$ cat src/csma_pkg.sv
`timescale 1ns / 1ps
`default_nettype none
// ----------------------------------------------------------------------------
// csma_pkg: shared types and constants
// Phase codes, register indexes, reset values and controller/datapath bundles.
// ----------------------------------------------------------------------------
package csma_pkg;

	localparam int QUEUE_DEPTH_DEF = 64;
	localparam int CFG_W           = 16;
	localparam int IDX_W           = 3;
	localparam int RND_W           = 32;
	localparam logic [3:0] MAX_EXP   = 4'd10;
	localparam logic [3:0] RETRY_MAX = 4'd15;

	localparam logic [7:0]  DIFS_RST = 8'd2;
	localparam logic [7:0]  SIFS_RST = 8'd1;
	localparam logic [7:0]  RTS_RST  = 8'd2;
	localparam logic [7:0]  CTS_RST  = 8'd2;
	localparam logic [7:0]  ACK_RST  = 8'd2;
	localparam logic [11:0] DATA_RST = 12'd100;
	localparam logic [7:0]  CWMIN_RST = 8'd4;
	localparam logic [15:0] CWMAX_RST = 16'd1024;

	typedef enum logic [3:0] {
		PH_IDLE     = 4'd0,
		PH_DIFS     = 4'd1,
		PH_BACKOFF  = 4'd2,
		PH_FREEZE   = 4'd3,
		PH_RTS      = 4'd4,
		PH_RTS_SIFS = 4'd5,
		PH_CTS      = 4'd6,
		PH_CTS_SIFS = 4'd7,
		PH_DATA     = 4'd8,
		PH_SIFS     = 4'd9,
		PH_ACK      = 4'd10
	} phase_t;

	typedef enum logic [2:0] {
		REG_DIFS  = 3'd0,
		REG_SIFS  = 3'd1,
		REG_RTS   = 3'd2,
		REG_CTS   = 3'd3,
		REG_ACK   = 3'd4,
		REG_DATA  = 3'd5,
		REG_CWMIN = 3'd6,
		REG_CWMAX = 3'd7
	} reg_idx_t;

	typedef struct packed {
		logic accept;
		logic step;
		logic load_out;
	} cmd_t;

	typedef struct packed {
		logic draw_pending;
		logic step_done;
		logic step_draw;
		logic div_done;
	} sts_t;

endpackage
`default_nettype wire

$ cat src/csma_dp.sv
`timescale 1ns / 1ps
`default_nettype none
// ----------------------------------------------------------------------------
// csma_dp: sender datapath
// Registers, phase counters, statistics, one-phase step logic and a
// bit-serial remainder unit for backoff draws.
// ----------------------------------------------------------------------------
module csma_dp #(
	parameter int QUEUE_DEPTH = csma_pkg::QUEUE_DEPTH_DEF,
	localparam int PEND_W = $clog2(QUEUE_DEPTH + 1)
) (
	input  wire logic                       clk,
	input  wire logic                       arst_n,
	input  wire logic                       cfg_we,
	input  wire logic [csma_pkg::IDX_W-1:0] cfg_index,
	input  wire logic [csma_pkg::CFG_W-1:0] cfg_data,
	input  wire logic                       frame_arrival,
	input  wire logic                       channel_busy,
	input  wire logic                       collision_report,
	input  wire logic [csma_pkg::RND_W-1:0] random_value,
	input  wire csma_pkg::cmd_t             cmd,
	output csma_pkg::sts_t                  sts,
	output logic [3:0]                      phase,
	output logic [31:0]                     ack_total,
	output logic [31:0]                     collision_total,
	output logic [PEND_W-1:0]               frames_pending
);

	// configuration
	logic [7:0]  difs_cfg_q, sifs_cfg_q, rts_cfg_q, cts_cfg_q, ack_cfg_q, cwmin_q;
	logic [11:0] data_cfg_q;
	logic [15:0] cwmax_q;

	// sender state
	csma_pkg::phase_t mode_q, n_mode;
	logic [PEND_W-1:0] pend_q, n_pend;
	logic [7:0]  difs_q, sifs_q, rts_q, cts_q, ack_q;
	logic [7:0]  n_difs, n_sifs, n_rts, n_cts, n_ack;
	logic [11:0] data_q, n_data;
	logic [15:0] backoff_q, n_backoff;
	logic        draw_pend_q, mark_q, n_mark;
	logic [3:0]  retry_q, n_retry;
	logic [31:0] acks_q, cols_q, n_acks, n_cols;
	logic        busy_q;
	logic [31:0] rnd_q;

	// remainder unit
	logic        div_busy_q;
	logic [4:0]  div_cnt_q;
	logic [15:0] div_rem_q, div_d_q;
	logic [31:0] div_num_q;
	logic [16:0] trial;
	logic        trial_ge;
	logic [15:0] rem_next;

	// step results
	logic        step_done, step_draw;
	logic [15:0] draw_div;

	logic [15:0] short_div;
	logic [3:0]  col_k;
	logic [17:0] col_w;
	logic [3:0]  retry_inc;

	// output register
	logic [3:0]        phase_q;
	logic [31:0]       acks_out_q, cols_out_q;
	logic [PEND_W-1:0] pend_out_q;

	assign short_div = {8'd0, cwmin_q - {7'd0, (cwmin_q != 8'd0)}};
	assign retry_inc = (retry_q < csma_pkg::RETRY_MAX) ? retry_q + 4'd1 : retry_q;
	assign col_k     = (retry_inc < csma_pkg::MAX_EXP) ? retry_inc : csma_pkg::MAX_EXP;

	always_comb begin
		col_w = ({10'd0, cwmin_q} << col_k) - 18'd1;
		if (cwmin_q == 8'd0)
			col_w = '0;
		if (col_w > {2'd0, cwmax_q})
			col_w = {2'd0, cwmax_q};
	end

	always_comb begin
		n_mode = mode_q;  n_pend = pend_q;
		n_difs = difs_q;  n_sifs = sifs_q;  n_rts = rts_q;
		n_cts = cts_q;    n_ack = ack_q;    n_data = data_q;
		n_backoff = backoff_q;
		n_mark = mark_q;  n_retry = retry_q;
		n_acks = acks_q;  n_cols = cols_q;
		step_done = 1'b0; step_draw = 1'b0;
		draw_div = short_div;
		unique case (mode_q)
			csma_pkg::PH_IDLE: begin
				if (pend_q != '0) n_mode = csma_pkg::PH_DIFS;
				else step_done = 1'b1;
			end
			csma_pkg::PH_DIFS: begin
				if (difs_q != 8'd0) begin
					n_difs = difs_q - 8'd1; step_done = 1'b1;
				end else n_mode = csma_pkg::PH_BACKOFF;
			end
			csma_pkg::PH_BACKOFF: begin
				if (busy_q) n_mode = csma_pkg::PH_FREEZE;
				else if (backoff_q != 16'd0) begin
					n_backoff = backoff_q - 16'd1; step_done = 1'b1;
				end else n_mode = csma_pkg::PH_RTS;
			end
			csma_pkg::PH_FREEZE: begin
				if (busy_q) step_done = 1'b1;
				else n_mode = csma_pkg::PH_BACKOFF;
			end
			csma_pkg::PH_RTS: begin
				if (rts_q != 8'd0) begin
					n_rts = rts_q - 8'd1; step_done = 1'b1;
				end else begin
					n_sifs = sifs_cfg_q; n_mode = csma_pkg::PH_RTS_SIFS;
				end
			end
			csma_pkg::PH_RTS_SIFS: begin
				if (sifs_q != 8'd0) begin
					n_sifs = sifs_q - 8'd1; step_done = 1'b1;
				end else n_mode = csma_pkg::PH_CTS;
			end
			csma_pkg::PH_CTS: begin
				if (cts_q != 8'd0) begin
					n_cts = cts_q - 8'd1; step_done = 1'b1;
				end else begin
					n_sifs = sifs_cfg_q; n_mode = csma_pkg::PH_CTS_SIFS;
				end
			end
			csma_pkg::PH_CTS_SIFS: begin
				if (sifs_q != 8'd0) begin
					n_sifs = sifs_q - 8'd1; step_done = 1'b1;
				end else if (mark_q) begin
					n_cols = cols_q + 32'd1;
					n_retry = retry_inc;
					n_difs = difs_cfg_q; n_sifs = sifs_cfg_q; n_rts = rts_cfg_q;
					n_cts = cts_cfg_q;   n_ack = ack_cfg_q;   n_data = data_cfg_q;
					step_draw = 1'b1;
					draw_div = col_w[15:0];
					n_mark = 1'b0;
					n_mode = csma_pkg::PH_IDLE;
				end else begin
					n_data = data_cfg_q; n_sifs = sifs_cfg_q;
					n_mode = csma_pkg::PH_DATA;
				end
			end
			csma_pkg::PH_DATA: begin
				if (data_q != 12'd0) begin
					n_data = data_q - 12'd1; step_done = 1'b1;
				end else n_mode = csma_pkg::PH_SIFS;
			end
			csma_pkg::PH_SIFS: begin
				if (sifs_q != 8'd0) begin
					n_sifs = sifs_q - 8'd1; step_done = 1'b1;
				end else n_mode = csma_pkg::PH_ACK;
			end
			csma_pkg::PH_ACK: begin
				if (ack_q != 8'd0) begin
					n_ack = ack_q - 8'd1; step_done = 1'b1;
				end else begin
					if (pend_q != '0) n_pend = pend_q - PEND_W'(1);
					n_difs = difs_cfg_q; n_sifs = sifs_cfg_q; n_rts = rts_cfg_q;
					n_cts = cts_cfg_q;   n_ack = ack_cfg_q;   n_data = data_cfg_q;
					step_draw = 1'b1;
					n_retry = 4'd0;
					n_acks = acks_q + 32'd1;
					n_mode = csma_pkg::PH_IDLE;
				end
			end
			default: n_mode = csma_pkg::PH_IDLE;
		endcase
	end

	assign trial    = {div_rem_q, div_num_q[31]};
	assign trial_ge = trial >= {1'b0, div_d_q};
	assign rem_next = trial_ge ? 16'(trial - {1'b0, div_d_q}) : trial[15:0];

	always_ff @(posedge clk or negedge arst_n) begin
		if (!arst_n) begin
			difs_cfg_q <= csma_pkg::DIFS_RST;  sifs_cfg_q <= csma_pkg::SIFS_RST;
			rts_cfg_q  <= csma_pkg::RTS_RST;   cts_cfg_q  <= csma_pkg::CTS_RST;
			ack_cfg_q  <= csma_pkg::ACK_RST;   data_cfg_q <= csma_pkg::DATA_RST;
			cwmin_q    <= csma_pkg::CWMIN_RST; cwmax_q    <= csma_pkg::CWMAX_RST;
			mode_q <= csma_pkg::PH_IDLE;
			pend_q <= '0;
			difs_q <= csma_pkg::DIFS_RST; sifs_q <= csma_pkg::SIFS_RST;
			rts_q  <= csma_pkg::RTS_RST;  cts_q  <= csma_pkg::CTS_RST;
			ack_q  <= csma_pkg::ACK_RST;  data_q <= csma_pkg::DATA_RST;
			backoff_q <= '0;
			draw_pend_q <= 1'b1;
			retry_q <= '0;
			mark_q <= 1'b0;
			acks_q <= '0;
			cols_q <= '0;
			div_busy_q <= 1'b0;
			div_cnt_q <= '0;
		end else begin
			if (cfg_we) begin
				unique case (csma_pkg::reg_idx_t'(cfg_index))
					csma_pkg::REG_DIFS:  difs_cfg_q <= cfg_data[7:0];
					csma_pkg::REG_SIFS:  sifs_cfg_q <= cfg_data[7:0];
					csma_pkg::REG_RTS:   rts_cfg_q  <= cfg_data[7:0];
					csma_pkg::REG_CTS:   cts_cfg_q  <= cfg_data[7:0];
					csma_pkg::REG_ACK:   ack_cfg_q  <= cfg_data[7:0];
					csma_pkg::REG_DATA:  data_cfg_q <= cfg_data[11:0];
					csma_pkg::REG_CWMIN: cwmin_q    <= cfg_data[7:0];
					csma_pkg::REG_CWMAX: cwmax_q    <= cfg_data[15:0];
					default: ;
				endcase
			end
			if (cmd.accept) begin
				if (frame_arrival && pend_q < PEND_W'(QUEUE_DEPTH))
					pend_q <= pend_q + PEND_W'(1);
				if (collision_report)
					mark_q <= 1'b1;
				if (draw_pend_q) begin
					draw_pend_q <= 1'b0;
					div_busy_q  <= 1'b1;
					div_cnt_q   <= 5'd31;
				end
			end
			if (cmd.step) begin
				mode_q <= n_mode; pend_q <= n_pend;
				difs_q <= n_difs; sifs_q <= n_sifs; rts_q <= n_rts;
				cts_q <= n_cts;   ack_q <= n_ack;   data_q <= n_data;
				backoff_q <= n_backoff;
				mark_q <= n_mark; retry_q <= n_retry;
				acks_q <= n_acks; cols_q <= n_cols;
				if (step_draw) begin
					div_busy_q <= 1'b1;
					div_cnt_q  <= 5'd31;
				end
			end
			if (div_busy_q) begin
				div_cnt_q <= div_cnt_q - 5'd1;
				if (div_cnt_q == 5'd0) begin
					div_busy_q <= 1'b0;
					backoff_q  <= (div_d_q == 16'd0) ? 16'd0 : rem_next;
				end
			end
		end
	end

	// payload: tick inputs, remainder working regs, result beat
	always_ff @(posedge clk) begin
		if (cmd.accept) begin
			busy_q <= channel_busy;
			rnd_q  <= random_value;
			div_num_q <= random_value;
			div_rem_q <= '0;
			div_d_q   <= short_div;
		end else if (cmd.step && step_draw) begin
			div_num_q <= rnd_q;
			div_rem_q <= '0;
			div_d_q   <= draw_div;
		end else if (div_busy_q) begin
			div_num_q <= {div_num_q[30:0], 1'b0};
			div_rem_q <= rem_next;
		end
		if (cmd.load_out) begin
			phase_q    <= mode_q;
			acks_out_q <= acks_q;
			cols_out_q <= cols_q;
			pend_out_q <= pend_q;
		end
	end

	assign sts.draw_pending = draw_pend_q;
	assign sts.step_done    = step_done;
	assign sts.step_draw    = step_draw;
	assign sts.div_done     = div_busy_q && (div_cnt_q == 5'd0);

	assign phase           = phase_q;
	assign ack_total       = acks_out_q;
	assign collision_total = cols_out_q;
	assign frames_pending  = pend_out_q;

endmodule
`default_nettype wire

$ cat src/csma_ctrl.sv
`timescale 1ns / 1ps
`default_nettype none
// ----------------------------------------------------------------------------
// csma_ctrl: tick sequencer
// Accepts a tick, waits out backoff draws, walks phases one per cycle between
// draws and hands the result to the output register.
// ----------------------------------------------------------------------------
module csma_ctrl (
	input  wire logic           clk,
	input  wire logic           arst_n,
	input  wire logic           in_valid,
	output logic                in_ready,
	output logic                out_valid,
	input  wire logic           out_ready,
	input  wire csma_pkg::sts_t sts,
	output csma_pkg::cmd_t      cmd
);

	typedef enum logic [3:0] {
		S_IDLE = 4'b0001,
		S_DIV  = 4'b0010,
		S_WALK = 4'b0100,
		S_HOLD = 4'b1000
	} state_t;

	state_t state_q, state_n;
	logic   out_valid_q;
	logic   out_free;

	assign out_free = !out_valid_q || out_ready;

	always_comb begin
		state_n = state_q;
		cmd = '0;
		unique case (state_q)
			S_IDLE: begin
				if (in_valid) begin
					cmd.accept = 1'b1;
					state_n = sts.draw_pending ? S_DIV : S_WALK;
				end
			end
			S_DIV: begin
				if (sts.div_done) state_n = S_WALK;
			end
			S_WALK: begin
				cmd.step = 1'b1;
				if (sts.step_draw) state_n = S_DIV;
				else if (sts.step_done) begin
					if (out_free) begin
						cmd.load_out = 1'b1;
						state_n = S_IDLE;
					end else state_n = S_HOLD;
				end
			end
			S_HOLD: begin
				if (out_free) begin
					cmd.load_out = 1'b1;
					state_n = S_IDLE;
				end
			end
			default: state_n = S_IDLE;
		endcase
	end

	always_ff @(posedge clk or negedge arst_n) begin
		if (!arst_n) begin
			state_q <= S_IDLE;
			out_valid_q <= 1'b0;
		end else begin
			state_q <= state_n;
			if (cmd.load_out) out_valid_q <= 1'b1;
			else if (out_ready) out_valid_q <= 1'b0;
		end
	end

	assign in_ready  = (state_q == S_IDLE);
	assign out_valid = out_valid_q;

endmodule
`default_nettype wire

$ cat src/csma_ca_rts_cts_transmitter.sv
`timescale 1ns / 1ps
`default_nettype none
// ----------------------------------------------------------------------------
// csma_ca_rts_cts_transmitter: slot-timed CSMA/CA sender with RTS/CTS
// Top level joining the tick sequencer and the sender datapath.
// ----------------------------------------------------------------------------
// Each input beat is one slot tick and yields one result beat. A tick is
// accepted, then walks the phases it visits and waits out each backoff draw,
// which runs through a bit-serial remainder unit (the first tick after reset,
// each ack and each collision draw once). A new tick is taken while the
// previous result beat still waits at the output.
// ----------------------------------------------------------------------------
module csma_ca_rts_cts_transmitter #(
	parameter int QUEUE_DEPTH = csma_pkg::QUEUE_DEPTH_DEF,
	localparam int PEND_W = $clog2(QUEUE_DEPTH + 1)
) (
	input  wire logic                       clk,
	input  wire logic                       arst_n,
	input  wire logic                       cfg_we,
	input  wire logic [csma_pkg::IDX_W-1:0] cfg_index,
	input  wire logic [csma_pkg::CFG_W-1:0] cfg_data,
	input  wire logic                       in_valid,
	output logic                            in_ready,
	input  wire logic                       frame_arrival,
	input  wire logic                       channel_busy,
	input  wire logic                       collision_report,
	input  wire logic [csma_pkg::RND_W-1:0] random_value,
	output logic                            out_valid,
	input  wire logic                       out_ready,
	output logic [3:0]                      phase,
	output logic [31:0]                     ack_total,
	output logic [31:0]                     collision_total,
	output logic [PEND_W-1:0]               frames_pending
);

	csma_pkg::cmd_t cmd;
	csma_pkg::sts_t sts;

	csma_ctrl u_ctrl (
		.clk       (clk),
		.arst_n    (arst_n),
		.in_valid  (in_valid),
		.in_ready  (in_ready),
		.out_valid (out_valid),
		.out_ready (out_ready),
		.sts       (sts),
		.cmd       (cmd)
	);

	csma_dp #(.QUEUE_DEPTH(QUEUE_DEPTH)) u_dp (
		.clk              (clk),
		.arst_n           (arst_n),
		.cfg_we           (cfg_we),
		.cfg_index        (cfg_index),
		.cfg_data         (cfg_data),
		.frame_arrival    (frame_arrival),
		.channel_busy     (channel_busy),
		.collision_report (collision_report),
		.random_value     (random_value),
		.cmd              (cmd),
		.sts              (sts),
		.phase            (phase),
		.ack_total        (ack_total),
		.collision_total  (collision_total),
		.frames_pending   (frames_pending)
	);

	// walk never steps while a draw is finishing
	a_no_step_in_div: assert property (@(posedge clk) disable iff (!arst_n)
		!(cmd.step && sts.div_done))
		else $error("phase step during backoff draw");

	// result beat only loaded into a free output slot
	a_load_free: assert property (@(posedge clk) disable iff (!arst_n)
		cmd.load_out |-> (!out_valid || out_ready))
		else $error("result beat overwritten");

	// after a tick is taken the next result appears before another tick
	a_accept_loads: assert property (@(posedge clk) disable iff (!arst_n)
		(in_valid && in_ready) |=> !in_ready)
		else $error("tick accepted without processing");

endmodule
`default_nettype wire
$ cat config.mk
export PLATFORM = sky130hd
export DESIGN_NAME = csma_ca_rts_cts_transmitter
export DESIGN_NICKNAME = d
export VERILOG_FILES = /design/src/csma_pkg.sv /design/src/csma_dp.sv /design/src/csma_ctrl.sv /design/src/csma_ca_rts_cts_transmitter.sv
export SDC_FILE = /design/constraint.sdc
export NUM_CORES = 1
export LEC_CHECK = 0
export BUFFER_PORTS_ARGS = -buffer_cell sky130_fd_sc_hd__buf_2
export CORE_MARGIN = 3
export CORE_UTILIZATION = 55
export CTS_CLUSTER_SIZE = 10
export DETAILED_ROUTE_END_ITERATION = 10
export PLACE_DENSITY = 0.85
export SLEW_MARGIN = 20
export SYNTH_ARGS = -nofsm -noshare
export SYNTH_HDL_FRONTEND = slang
export SYNTH_SLANG_ARGS = --single-unit
$ cat constraint.sdc
create_clock -name clk -period 5.9 [get_ports clk]
set_input_delay 0.59 -clock clk [delete_from_list [all_inputs] [get_ports clk]]
set_output_delay 0.59 -clock clk [all_outputs]
set_load 0.03 [all_outputs]
# Yosys cells after proc, flatten, opt, wreduce, memory -nomap -nowiden
# Cells that the tools add are included.
# Widths: inputs -> output; s select.
[totals] wordCells=282 inputBits=59 reg_bits=408 out_inout_bits=77
[classes] shift=1 n_reduce_logical=55 eq_ne=47 n_mux=120 n_lt_le_gt_ge=5 addsub=16 bitwise=2
[op_table] op="$mux 16" count=12
[op_table] op="$mux 8" count=22
[op_table] op="$mux 32" count=3
[op_table] op="$mux 4" count=23
[op_table] op="$pmux 8 s3" count=3
[op_table] op="$add 32x1->32 const B" count=2
[op_table] op="$reduce_bool 8->1" count=6
[op_table] op="$pmux 4 s11" count=1
[op_table] op="$mux 7" count=6
[op_table] op="$pmux 8 s5" count=1
[op_table] op="$sub 8x1->8 const B" count=5
[op_table] op="$mux 12" count=3
[op_table] op="$pmux 12 s3" count=1
[op_table] op="$mux 1" count=32
[op_table] op="$ne 2x2->1 const B" count=16
[op_table] op="$mux 5" count=5
[op_table] op="$reduce_and 6->1" count=4
[op_table] op="$eq 4x3->1 const B" count=5
[op_table] op="$gt 18x16->1" count=1
[op_table] op="$mux 18" count=1
[op_table] op="$shl 8x4->18" count=1
[op_table] op="$sub 18x1->18 const B" count=1
[op_table] op="$ge 17x16->1" count=1
[op_table] op="$eq 4x4->1 const B" count=4
[op_table] op="46 further kinds" count=87

# Logic depth before layout (Yosys ltp)
# Gate-level depths: netlist of the first run.
[logic_depth] ltp_word=14 ltp_mapped=23 mapped_depth_nobuf=21

# Modules after synthesis
# A second synthesis of the first run with hierarchy kept.
[unflattened] hier_cells=1880 hier_area_um2=20358.3
[modules_own_cells] module="csma_dp" seq_area_each_um2=10729.0 cells_each=1845 area_per_inst_um2=19979.2 instances=1
[modules_own_cells] module="csma_ctrl" seq_area_each_um2=126.4 cells_each=35 area_per_inst_um2=379.1 instances=1

# Worst setup path before layout of the first run
# Ideal clock, no wire load.
[synth_timing] kind="flip-flop to flip-flop" startpoint="reg u_ctrl.state_q[0]" endpoint="reg u_dp.acks_out_q[0], in the netlist u_dp.ack_total[0] (enable)" stages_incl_launch_ff=8 setup_slack_ps=366 setup_ps=509 period_less_slack_ps=5534 n_path_buf=2 required_time_ps=5391 arrival_time_ps=5025 cell_sequence="dfstp_2 > or4b_1 > clkbuf_1 > inv_2 > clkbuf_1 > and3_1 > a32oi_1 > nor2_1"
[synth_lines] item="from (decl)" line="csma_ctrl.sv:26" rtl="state_t state_q, state_n;"
[synth_lines] item="from (signal assigned)" line="csma_ctrl.sv:70" rtl="state_q <= state_n;"
[synth_lines] item="to (signal assigned)" line="csma_dp.sv:262" rtl="acks_out_q <= acks_q;"
[synth_lines] item="to (decl)" line="csma_dp.sv:67" rtl="logic [31:0] acks_out_q, cols_out_q;"

# Worst setup path in the final report of the first run
[layout_timing] startpoint="reg u_dp.retry_q[0]" endpoint="reg u_dp.div_d_q[7], data pin"
[layout_between] elab_chain_len=14 word_cells_on_any_way=15 cone_classes="2 x add/sub; 3 x order compare; 1 x shift; 9 x mux"
[layout_rtl] item="from (decl)" line="csma_dp.sv:42" rtl="logic [3:0] retry_q, n_retry;"
[layout_rtl] item="from (signal assigned)" line="csma_dp.sv:227" rtl="mark_q <= n_mark; retry_q <= n_retry;"
[layout_rtl] item="$add 4x1->4 or $lt 4x4->1 (tied branches)" line="csma_dp.sv:71" rtl="assign retry_inc = (retry_q < csma_pkg::RETRY_MAX) ? retry_q + 4'd1 : retry_q;"
[layout_rtl] item="$mux 4 (*)" line="csma_dp.sv:71"
[layout_rtl] item="$lt 4x4->1" line="csma_dp.sv:72" rtl="assign col_k = (retry_inc < csma_pkg::MAX_EXP) ? retry_inc : csma_pkg::MAX_EXP;"
[layout_rtl] item="$mux 4 (*)" line="csma_dp.sv:72"
[layout_rtl] item="$shl 8x4->18 (*)" line="csma_dp.sv:75" rtl="col_w = ({10'd0, cwmin_q} << col_k) - 18'd1;"
[layout_rtl] item="$sub 18x1->18 (*)" line="csma_dp.sv:75"
[layout_rtl] item="$mux 18 (*)" line="csma_dp.sv:76" rtl="if (cwmin_q == 8'd0)"
[layout_rtl] item="$gt 18x16->1" line="csma_dp.sv:78" rtl="if (col_w > {2'd0, cwmax_q})"
[layout_rtl] item="$mux 16 (*)" line="csma_dp.sv:78"
[layout_rtl] item="$mux 16 (*)" line="csma_dp.sv:133" rtl="end else if (mark_q) begin"
[layout_rtl] item="$mux 16 (*)" line="csma_dp.sv:131" rtl="if (sifs_q != 8'd0) begin"
[layout_rtl] item="$mux 16 (*)" line="csma_dp.sv:91" rtl="unique case (mode_q)"
[layout_rtl] item="$mux 8 (*)" line="csma_dp.sv:252" rtl="end else if (cmd.step && step_draw) begin"
[layout_rtl] item="$mux 8 (*)" line="csma_dp.sv:246" rtl="if (cmd.accept) begin"
[layout_rtl] item="to (signal assigned)" line="csma_dp.sv:251" rtl="div_d_q <= short_div;"
[layout_rtl] item="to (signal assigned)" line="csma_dp.sv:255" rtl="div_d_q <= draw_div;"
[layout_rtl] item="to (decl)" line="csma_dp.sv:50" rtl="logic [15:0] div_rem_q, div_d_q;"
# Every way passes the cells marked *; elsewhere a longest branch is shown, timed or not. The select of a mux whose other input is x is not followed.
# A chain may end at the register's enable or synchronous reset.

==> results.toml, run 1 <==
[worst_setup_path]
reg2reg_slack_ns = 0.39
endpoint_kind = "register"
cp_max_fo = 17
max_stage_delay_ns = 0.49
crit_family = "compound AO/OA/AOI/OAI gates"
critPathSlowestCell = "dfrtp_2"
path_buf_inv = 0
critPathArrivalTime_ns = 5.79
crit_chain = "ha_2, a21oi_1, o21a_1, nand2_1, a211oi_1, o22a_2, and4_2, nand3_1, mux2_2, ha_1, a21o_1, a21oi_1, nor2b_1, o21ai_0, nand2b_1, a221oi_1, a41oi_1, a31o_2, nor4_1, a311oi_1"
critPathRequiredTime_ns = 6.19
worstSetupPathType = "reg -> reg"
crit_top_cell = "a21oi_1"
startpoint_type = "register"

[timing]
fin_crit_sh = 0.933
finalHoldViolations = 0
slew_headroom = 0.288
fin_crit_ns = 5.51
fmax_mhz = 182
rsz0062_at_grt = "no"
fin_hold_ws_ns = 0.0475
final-max-slew-violation-count = 0
tightestPinTransition_ns = 1.06
fin_tns_setup_ns = 0
skew_ns = 0.0365
setup_violations = 0
worst_slack_ns = 0.394

[yosys]
synth_area_sq_um = 20300
synth-seq-cells = 408
post_synth.cell_area_avg_sq_um = 10.7
synth_area_leaders = "dfrtp_1 (27%), edfxtp_1 (22%), mux2_2 (4.8%)"
synth_most_common_cell = "dfrtp_1"
yosys.cell_types.count = 86
synth_flop_cell = "dfrtp_1"
synth_commonest_cells = "dfrtp_1 (216), nand2_1 (164), o21ai_0 (153)"
async_reset_ff_frac = 0.578
yosys.area.top_type = "dfrtp_1"
synth_edf_count = 148
synth_nets = 2024
syn-instance-count = 1907
ys_seq_area_frac = 0.534
yosysWarningCount = 0
synth_top_area_share = 0.266

[route]
drc = 0
post_drt_via_cell_ratio = 6.08
antenna_left = 0
drtPass1Iterations = 6
vias = 15400
wl_microns = 46600
drt-initial-drc-count = 1231
routedWlPerCell_microns = 18.4

[placed_design]
portBuffers = 135
globalplace.congestion = 0.936
dpl.hpwl_microns = 32000
place_inst = 2440
dpl_cell_area_sq_um = 21400
dp_slack_ns = 0.243

[grt]
use_met2 = 0.395
grt_pass1_wl_microns = 75600
antenna_found_initial = 0
grtUsageMet1 = 0.309
busiest_layer = "met2"
grtUsageTotal = 0.236
grt_max_degree = 131
overflow = 0
grt_pass1_vias = 15100
gr-usage-met3 = 0.0413

[worst_hold_path]
holdCritPathClass = "in -> async"

[finish]
diodes = 0
fin_util = 0.634
drive_above_1_share = 0.176
design_area_sq_um = 22800
multiInputGateArea_sq_um = 8860
area_growth_pct = 12.2
seq_area_sq_um = 10900
fin_nets = 2145
n_fill_cell = 2697
fin_cells = 2528

[power]
power_density_nw_per_um2 = 517
p_leak_nw = 9.50
total_power_mw = 11.8
irDropWorstVdd_uv = 298

[cts]
cts.path.max_buffers = 3
cts_root_buffer = "clkbuf_16"
cts_tree = "yes"
cts.htree.levels = 2
cts.sinks = 408
clock_latency_ns = 0.60
clk_pin_slew_ns = 0.06
numCtsBuffers = 47

[floorplan]
io_pins = 136
die_height_microns = 198
die_x_microns = 198
core_sq_um = 36000
rows = 69
start_util = 0.565
die_area_sq_um = 39300

[outcome]
status = "completed"

[run]
drv_cap = 0
[where the power goes]
group          internal, mW  total [mW]  switching (mW)  leakage, nW
Sequential             3.81        4.34           0.525         4.65
Combinational          1.82        4.82            3.00         4.20
Clock                  1.52        2.64            1.12        0.655
Total                  7.15        11.8            4.65         9.50
[what timing repair did]
item                                    in CTS  in global routing
endpoints found under the setup margin       0                 15
gates resized for setup                      0                  4
setup buffers                                0                  0
hold buffers                                 0                  0
hold endpoints to repair                     0                  0
[sequential cells by signal, summed over array words and instances, names as in the netlist, 12 cells and up]
register              cells
u_dp.ack_total           32
u_dp.rnd_q               32
u_dp.div_num_q           32
u_dp.div_d_q             16
u_dp.collision_total     32
u_dp.acks_q              32
u_dp.data_q              12
u_dp.div_rem_q           16
u_dp.cwmax_q             16
u_dp.data_cfg_q          12
u_dp.cols_q              32
u_dp.backoff_q           16
[worst reg2reg max path, cell delays in order (launching register included)]
cell      delay (ns)
dfrtp_2         0.49
ha_2            0.38
a21oi_1         0.21
o21a_1          0.32
nand2_1         0.23
a211oi_1        0.47
o22a_2          0.25
and4_2          0.34
nand3_1         0.10
mux2_2          0.30
ha_1            0.30
a21o_1          0.17
a21oi_1         0.15
nor2b_1         0.06
o21ai_0         0.15
nand2b_1        0.07
a221oi_1        0.33
a41oi_1         0.11
a31o_2          0.42
nor4_1          0.28
a311oi_1        0.08
[routing by layer]
layer | vias up | share of wire
met2 | 559 | 0.49
li1 | 7206 | -
met1 | 7481 | 0.41
met4 | 0 | 0.032
met5 | - | 0
met3 | 121 | 0.065
[final cells by class]
type                    instances  area share
well taps                     461      0.0253
clock buffers                  83      0.0579
repair buffers                154      0.0368
inverters                      83      0.0136
clock inverters                 5     0.00296
multi-input cells            1334       0.388
flip-flops and latches        408       0.475
[cell families after synthesis]
family / count (synthesis) / synth area share
AND/OR/NAND/NOR: 604 / 0.151
adder cells (fa/ha/maj): 58 / 0.0364
AO/OA/AOI/OAI: 435 / 0.131
flip-flops: 408 / 0.534
multiplexers: 133 / 0.0712
buffers and inverters: 165 / 0.0328
XOR/XNOR: 104 / 0.0448
[path summary, 6_finish.rpt]
kind,endpoint,start,depth (start not counted)
worst max-delay path,u_dp.div_d_q[7],u_dp.retry_q[0],20
worst min-delay path,u_dp.cols_q[17],arst_n,1
worst max register to register,u_dp.div_d_q[7],u_dp.retry_q[0],20
worst min register to register,u_dp.ack_total[30],u_dp.acks_q[30],0
max in group asynchronous,u_dp.sifs_q[1],arst_n,2
min in group clk,u_dp.busy_q,channel_busy,1
[cell usage in the layout, fill, tap and decap left out, types with 26 or more instances in the layout]
cell / instances
a21oi_1: 118
buf_2: 134
clkbuf_1: 35
clkbuf_16: 47
dfrtp_1: 215
edfxtp_1: 148
ha_1: 55
inv_1: 81
mux2_2: 86
mux2i_1: 45
nand2_1: 164
nand3_1: 57
nand4_1: 40
nor2_1: 140
nor3_1: 39
nor4_1: 26
o21ai_0: 152
xnor2_1: 72
xor2_1: 32
Power figures use the tool's default switching activity.
==> inputs of run 2 (changes only) <==
GPL_TIMING_DRIVEN = 0   (was unset)
==> run 2 against run 1 <==
Clock-buffer cell count shrank 2; sequential share of layout area shrank 0.72 points; clock power grew 2%; total power grew 2.5%; critical path depth grew 2; hold slack gained 0.13 ns; wire length grew 6.6%; non-clock buffer count grew 67.
==> results.toml, run 2 (same netlist as run 1, synthesis figures left out) <==
[route]
wl_met1_microns = 20500
post_drt_via_cell_ratio = 6.09
vias = 15800
drc = 0
met2_length_microns = 24200
drt-initial-drc-count = 1312
antenna_left = 0
routedWlPerCell_microns = 19.1
wl_microns = 49700
routed.top_layer = "met4"
wl_met3_microns = 3380
drtPass1Iterations = 6

[power]
p_leak_nw = 9.65
irDropWorstVdd_uv = 288
power_density_nw_per_um2 = 521

[finish]
n_fill_cell = 2748
layout_common_cells = "dfrtp_1 (216), nand2_1 (164), o21ai_0 (153)"
drive_above_1_share = 0.171
seq_area_sq_um = 10900
fin_nets = 2213
multiInputGateArea_sq_um = 8870
final_common_cell = "dfrtp_1"
area_growth_pct = 14.0

[timing]
skew_ns = 0.0245
fmax_mhz = 177
final-max-slew-violation-count = 0
fin_crit_ns = 5.64
finalHoldViolations = 0
rsz0062_at_grt = "no"
fin_crit_sh = 0.955
setup_violations = 0
worst_slack_ns = 0.264
slew_headroom = 0.244
tightestPinTransition_ns = 1.12
fin_tns_setup_ns = 0

[worst_hold_path]
worstHoldStart = "channel_busy"
holdCritPathClass = "in -> reg"

[floorplan]
io_pins = 136
die_area_sq_um = 39300
core_sq_um = 36000
die_x_microns = 198
die_height_microns = 198
start_util = 0.565
rows = 69

[worst_setup_path]
path_buf_inv = 2
startpoint_type = "register"
critPathSlowestCell = "a311oi_4"
max_stage_delay_ns = 0.50
critPathArrivalTime_ns = 5.94
endpoint_kind = "register"
rr_startpoint = "u_dp.retry_q[1]"
crit_start = "u_dp.retry_q[1]"
cp_max_fo = 10
worstSetupPathType = "reg -> reg"
crit_chain = "ha_1, a21oi_1, o21a_1, nand2_1, a311oi_4, o21a_1, and4_1, buf_4, nand3_1, mux2_2, ha_1, a21o_1, a21oi_1, nor2b_1, o21ai_0, nand2b_1, a221oi_1, a41oi_1, a31o_2, buf_2, o21ai_1, a22oi_1"
critPathRequiredTime_ns = 6.20
crit_family = "compound AO/OA/AOI/OAI gates"

[grt]
overflow = 0
grt_max_degree = 97
antenna_found_initial = 0
grt_pass1_wl_microns = 79900
grtUsageTotal = 0.251
grt_pass1_vias = 15600

[cts]
cts_tree = "yes"
numCtsBuffers = 48
cts.path.max_buffers = 3
clk_pin_slew_ns = 0.05
clock_latency_ns = 0.59
cts.htree.levels = 2
cts_root_buffer = "clkbuf_16"
cts.sinks = 408

[run]
drv_cap = 0

[outcome]
status = "completed"

[placed_design]
portBuffers = 131
globalplace.congestion = 0.939
dpl.hpwl_microns = 34600
dp_slack_ns = 0.293
[run 2: cell types whose count changed in the layout (fill, tap and decap cells not counted), sizes merged]
cell	delta
clkinv	+2
inv	+1
diode	+1
dlygate4sd3	+1
buf	+1
clkbuf	+63
[run 2: final timing paths]
check | to | slack [ns] | depth (start not counted)
setup / recovery | u_dp.div_d_q[4] | 0.26 | 22
hold / removal | u_dp.busy_q | 0.18 | 1
setup reg to reg | u_dp.div_d_q[4] | 0.26 | 22
hold reg to reg | u_dp.phase[0] | 0.46 | 0
max in group asynchronous | u_ctrl.state_q[0] | 4.53 | 3
min in group asynchronous | u_dp.cols_q[22] | 0.51 | 2
[run 2: routing by layer]
layer	up-vias	global-route usage
met4	0	0.0915
met5	-	0
met1	7724	0.330
met3	112	0.0459
li1	7339	-
met2	641	0.421
[run 2: timing repair]
action                     CTS  global route
hold buffers                 1             0
setup endpoints to repair    0            16
hold endpoints to repair    48             0
gates resized for setup      0             6
setup buffers                0             2
[run 2: layout make-up]
class,count,share of cell area
inverters,83,0.0134
flip-flops and latches,408,0.468
well taps,461,0.0249
clock buffers,81,0.0576
plain buffers,82,0.0154
multi-input cells,1334,0.383
repair buffers,139,0.0348
diodes,1,0.000108
clock inverters,8,0.00308
[run 2: stage by stage]
step / total power, mW / hold slack (ns) / util / std cells / instance area, sq um
floorplan: 7.94 / 0.294 / - / 1907 / 20300
global placement: 9.01 / 0.435 / 0.599 / 2499 / 21600
detailed placement: 9.26 / 0.440 / 0.603 / 2504 / 21700
CTS: 12.0 / 0.147 / 0.643 / 2594 / 23100
global route: 12.9 / 0.161 / 0.644 / 2596 / 23200
finish: 12.1 / 0.180 / 0.644 / 2597 / 23200
[run 2: power breakdown]
group          switching (mW)  leakage, nW  internal [mW]
combinational            3.19         4.32           1.92
sequential              0.478         4.65           3.81
clock                    1.15        0.671           1.54
total                    4.82         9.65           7.27
[run 2: worst reg2reg max path, cell delays in order (launching register included)]
cell      delay (ns)
dfrtp_1         0.46
ha_1            0.45
a21oi_1         0.24
o21a_1          0.32
nand2_1         0.24
a311oi_4        0.50
o21a_1          0.24
and4_1          0.21
buf_4           0.16
nand3_1         0.09
mux2_2          0.31
ha_1            0.30
a21o_1          0.16
a21oi_1         0.13
nor2b_1         0.06
o21ai_0         0.15
nand2b_1        0.08
a221oi_1        0.35
a41oi_1         0.11
a31o_2          0.31
buf_2           0.23
o21ai_1         0.17
a22oi_1         0.08
==> inputs of run 3 (changes only) <==
--- a/config.mk
+++ b/config.mk
@@ -7,3 +7,5 @@
 export LEC_CHECK = 0
+export ABC_CLOCK_PERIOD_IN_PS = 5900
 export BUFFER_PORTS_ARGS = -buffer_cell sky130_fd_sc_hd__buf_2
+export CORE_ASPECT_RATIO = 1.1
 export CORE_MARGIN = 3
--- a/constraint.sdc
+++ b/constraint.sdc
@@ -3,2 +3,2 @@
 set_output_delay 0.59 -clock clk [all_outputs]
-set_load 0.03 [all_outputs]
+set_load 0.05 [all_outputs]
==> run 3 against run 2 <==
Clock-buffer cell count rose by 3; clock power fell by 3%; maximum frequency rose by 1.1%; first-iteration DRC count rose by 5.7%; total power barely moved; wire length fell by 2.2%; flip-flop and latch count did not move; final area fell by 0.18%; highest routed layer unchanged.
==> results.toml, run 3 (same netlist as run 1, synthesis figures left out) <==
[outcome]
status = "completed"

[worst_setup_path]
worstSetupPathType = "reg -> reg"
cp_max_fo = 9
startpoint_type = "register"
endpoint_kind = "register"
critPathRequiredTime_ns = 6.22
critPathArrivalTime_ns = 5.89

[timing]
final-max-slew-violation-count = 0
tightestPinTransition_ns = 1.15
skew_ns = 0.0180
fin_hold_ws_ns = 0.0159
rsz0062_at_grt = "yes"
setup_violations = 0
fin_crit_sh = 0.945
fin_crit_ns = 5.57
fmax_mhz = 179
finalHoldViolations = 0
slew_headroom = 0.224

[floorplan]
io_pins = 136
core_sq_um = 36400
start_util = 0.560
rows = 73
die_height_microns = 208
die_area_sq_um = 39300
die_x_microns = 189

[finish]
fin_util = 0.637
layout_common_cells = "dfrtp_1 (216), nand2_1 (164), o21ai_0 (153)"
drive_above_1_share = 0.168
design_area_sq_um = 23100
fin_nets = 2208
final_common_cell = "dfrtp_1"
area_growth_pct = 13.8

[grt]
grt_pass1_vias = 15700
overflow = 0
grt_pass1_wl_microns = 79200
grtUsageTotal = 0.245
antenna_found_initial = 1
grt_max_degree = 91

[power]
p_leak_nw = 9.60
irDropWorstVdd_uv = 319
power_density_nw_per_um2 = 523

[route]
routedWlPerCell_microns = 18.6
vias = 15700
drc = 0
drtPass1Iterations = 6
post_drt_via_cell_ratio = 6.00
drt-initial-drc-count = 1387
wl_microns = 48600
antenna_left = 0

[cts]
cts_setup_buffers = 0
cts_root_buffer = "clkbuf_16"
clk_pin_slew_ns = 0.06
numCtsBuffers = 47
cts.htree.levels = 2
cts.path.max_buffers = 3
clock_latency_ns = 0.58
cts.sinks = 408
cts_tree = "yes"

[placed_design]
portBuffers = 131
globalplace.congestion = 0.892
dpl.hpwl_microns = 34300
dpl_cell_area_sq_um = 21800

[worst_hold_path]
holdCritPathClass = "in -> async"

[run]
drv_cap = 0
## run 3: path summary, 6_finish.rpt
check,from,to,slack (ns),cells after the start
worst max-delay path,u_dp.retry_q[1],u_dp.div_d_q[1],0.33,22
worst min-delay path,arst_n,u_dp.rts_q[0],0.02,1
worst max register to register,u_dp.retry_q[1],u_dp.div_d_q[1],0.33,22
worst min register to register,u_dp.acks_q[30],u_dp.ack_total[30],0.46,0
max in group asynchronous,arst_n,u_dp.cols_q[11],4.97,2
min in group clk,random_value[13],u_dp.rnd_q[13],0.22,1
## run 3: repair_timing
| item | CTS | global route |
|---|---|---|
| hold buffers | 0 | 0 |
| setup endpoints to repair | 0 | 6 |
| resized for setup | 0 | 2 |
## run 3: where the power goes
part | switching, mW | internal (mW) | leakage (nW) | total, mW
combinational | 3.28 | 1.89 | 4.30 | 5.17
clock | 1.11 | 1.51 | 0.647 | 2.62
sequential | 0.489 | 3.81 | 4.65 | 4.30
total | 4.88 | 7.21 | 9.60 | 12.1
## run 3: layout make-up
class	instances	area (sq um)
clock inverters	4	35.0
flip-flops and latches	408	10900
fillers	2771	13200
inverters	83	312
well taps	487	609
diodes	1	2.50
repair buffers	136	788
plain buffers	81	353
multi-input cells	1334	8860
clock buffers	84	1330
## run 3: per-layer routing
metal / GRT usage / vias up / share of wire
met3: 0.0410 / 129 / 0.059
met2: 0.417 / 612 / 0.49
met4: 0.0918 / 0 / 0.038
met5: 0 / - / 0
met1: 0.315 / 7633 / 0.41
li1: - / 7335 / -
## run 3: critical path, stage by stage (launching register included)
cell and delay (ns):
dfrtp_1 0.45, ha_1 0.44, or4_4 0.45, buf_6 0.16, nand3_2 0.07, a22oi_1 0.08
a31oi_1 0.46, o221a_2 0.34, and4_1 0.17, buf_4 0.15, nand3_1 0.09, mux2_2 0.33
ha_1 0.30, a21o_1 0.16, a21oi_1 0.13, nor2b_1 0.06, o21ai_0 0.14, nand2b_1 0.09
a221oi_1 0.31, a41oi_1 0.09, a31oi_1 0.33, nand2_1 0.18, o311a_1 0.33
## run 3: per-stage QoR
step | cells | setup WS, ns | power [mW] | TNS [ns]
2_1_floorplan | 1907 | 0.366 | 8.06 | 0
3_3_place_gp | 2525 | -1.01 | 9.14 | -74.84
3_5_place_dp | 2530 | 0.390 | 9.37 | 0
4_1_cts | 2618 | 0.371 | 12.0 | 0
5_1_grt | 2618 | -0.0249 | 12.9 | -0.0249
6_report | 2618 | 0.327 | 12.1 | 0
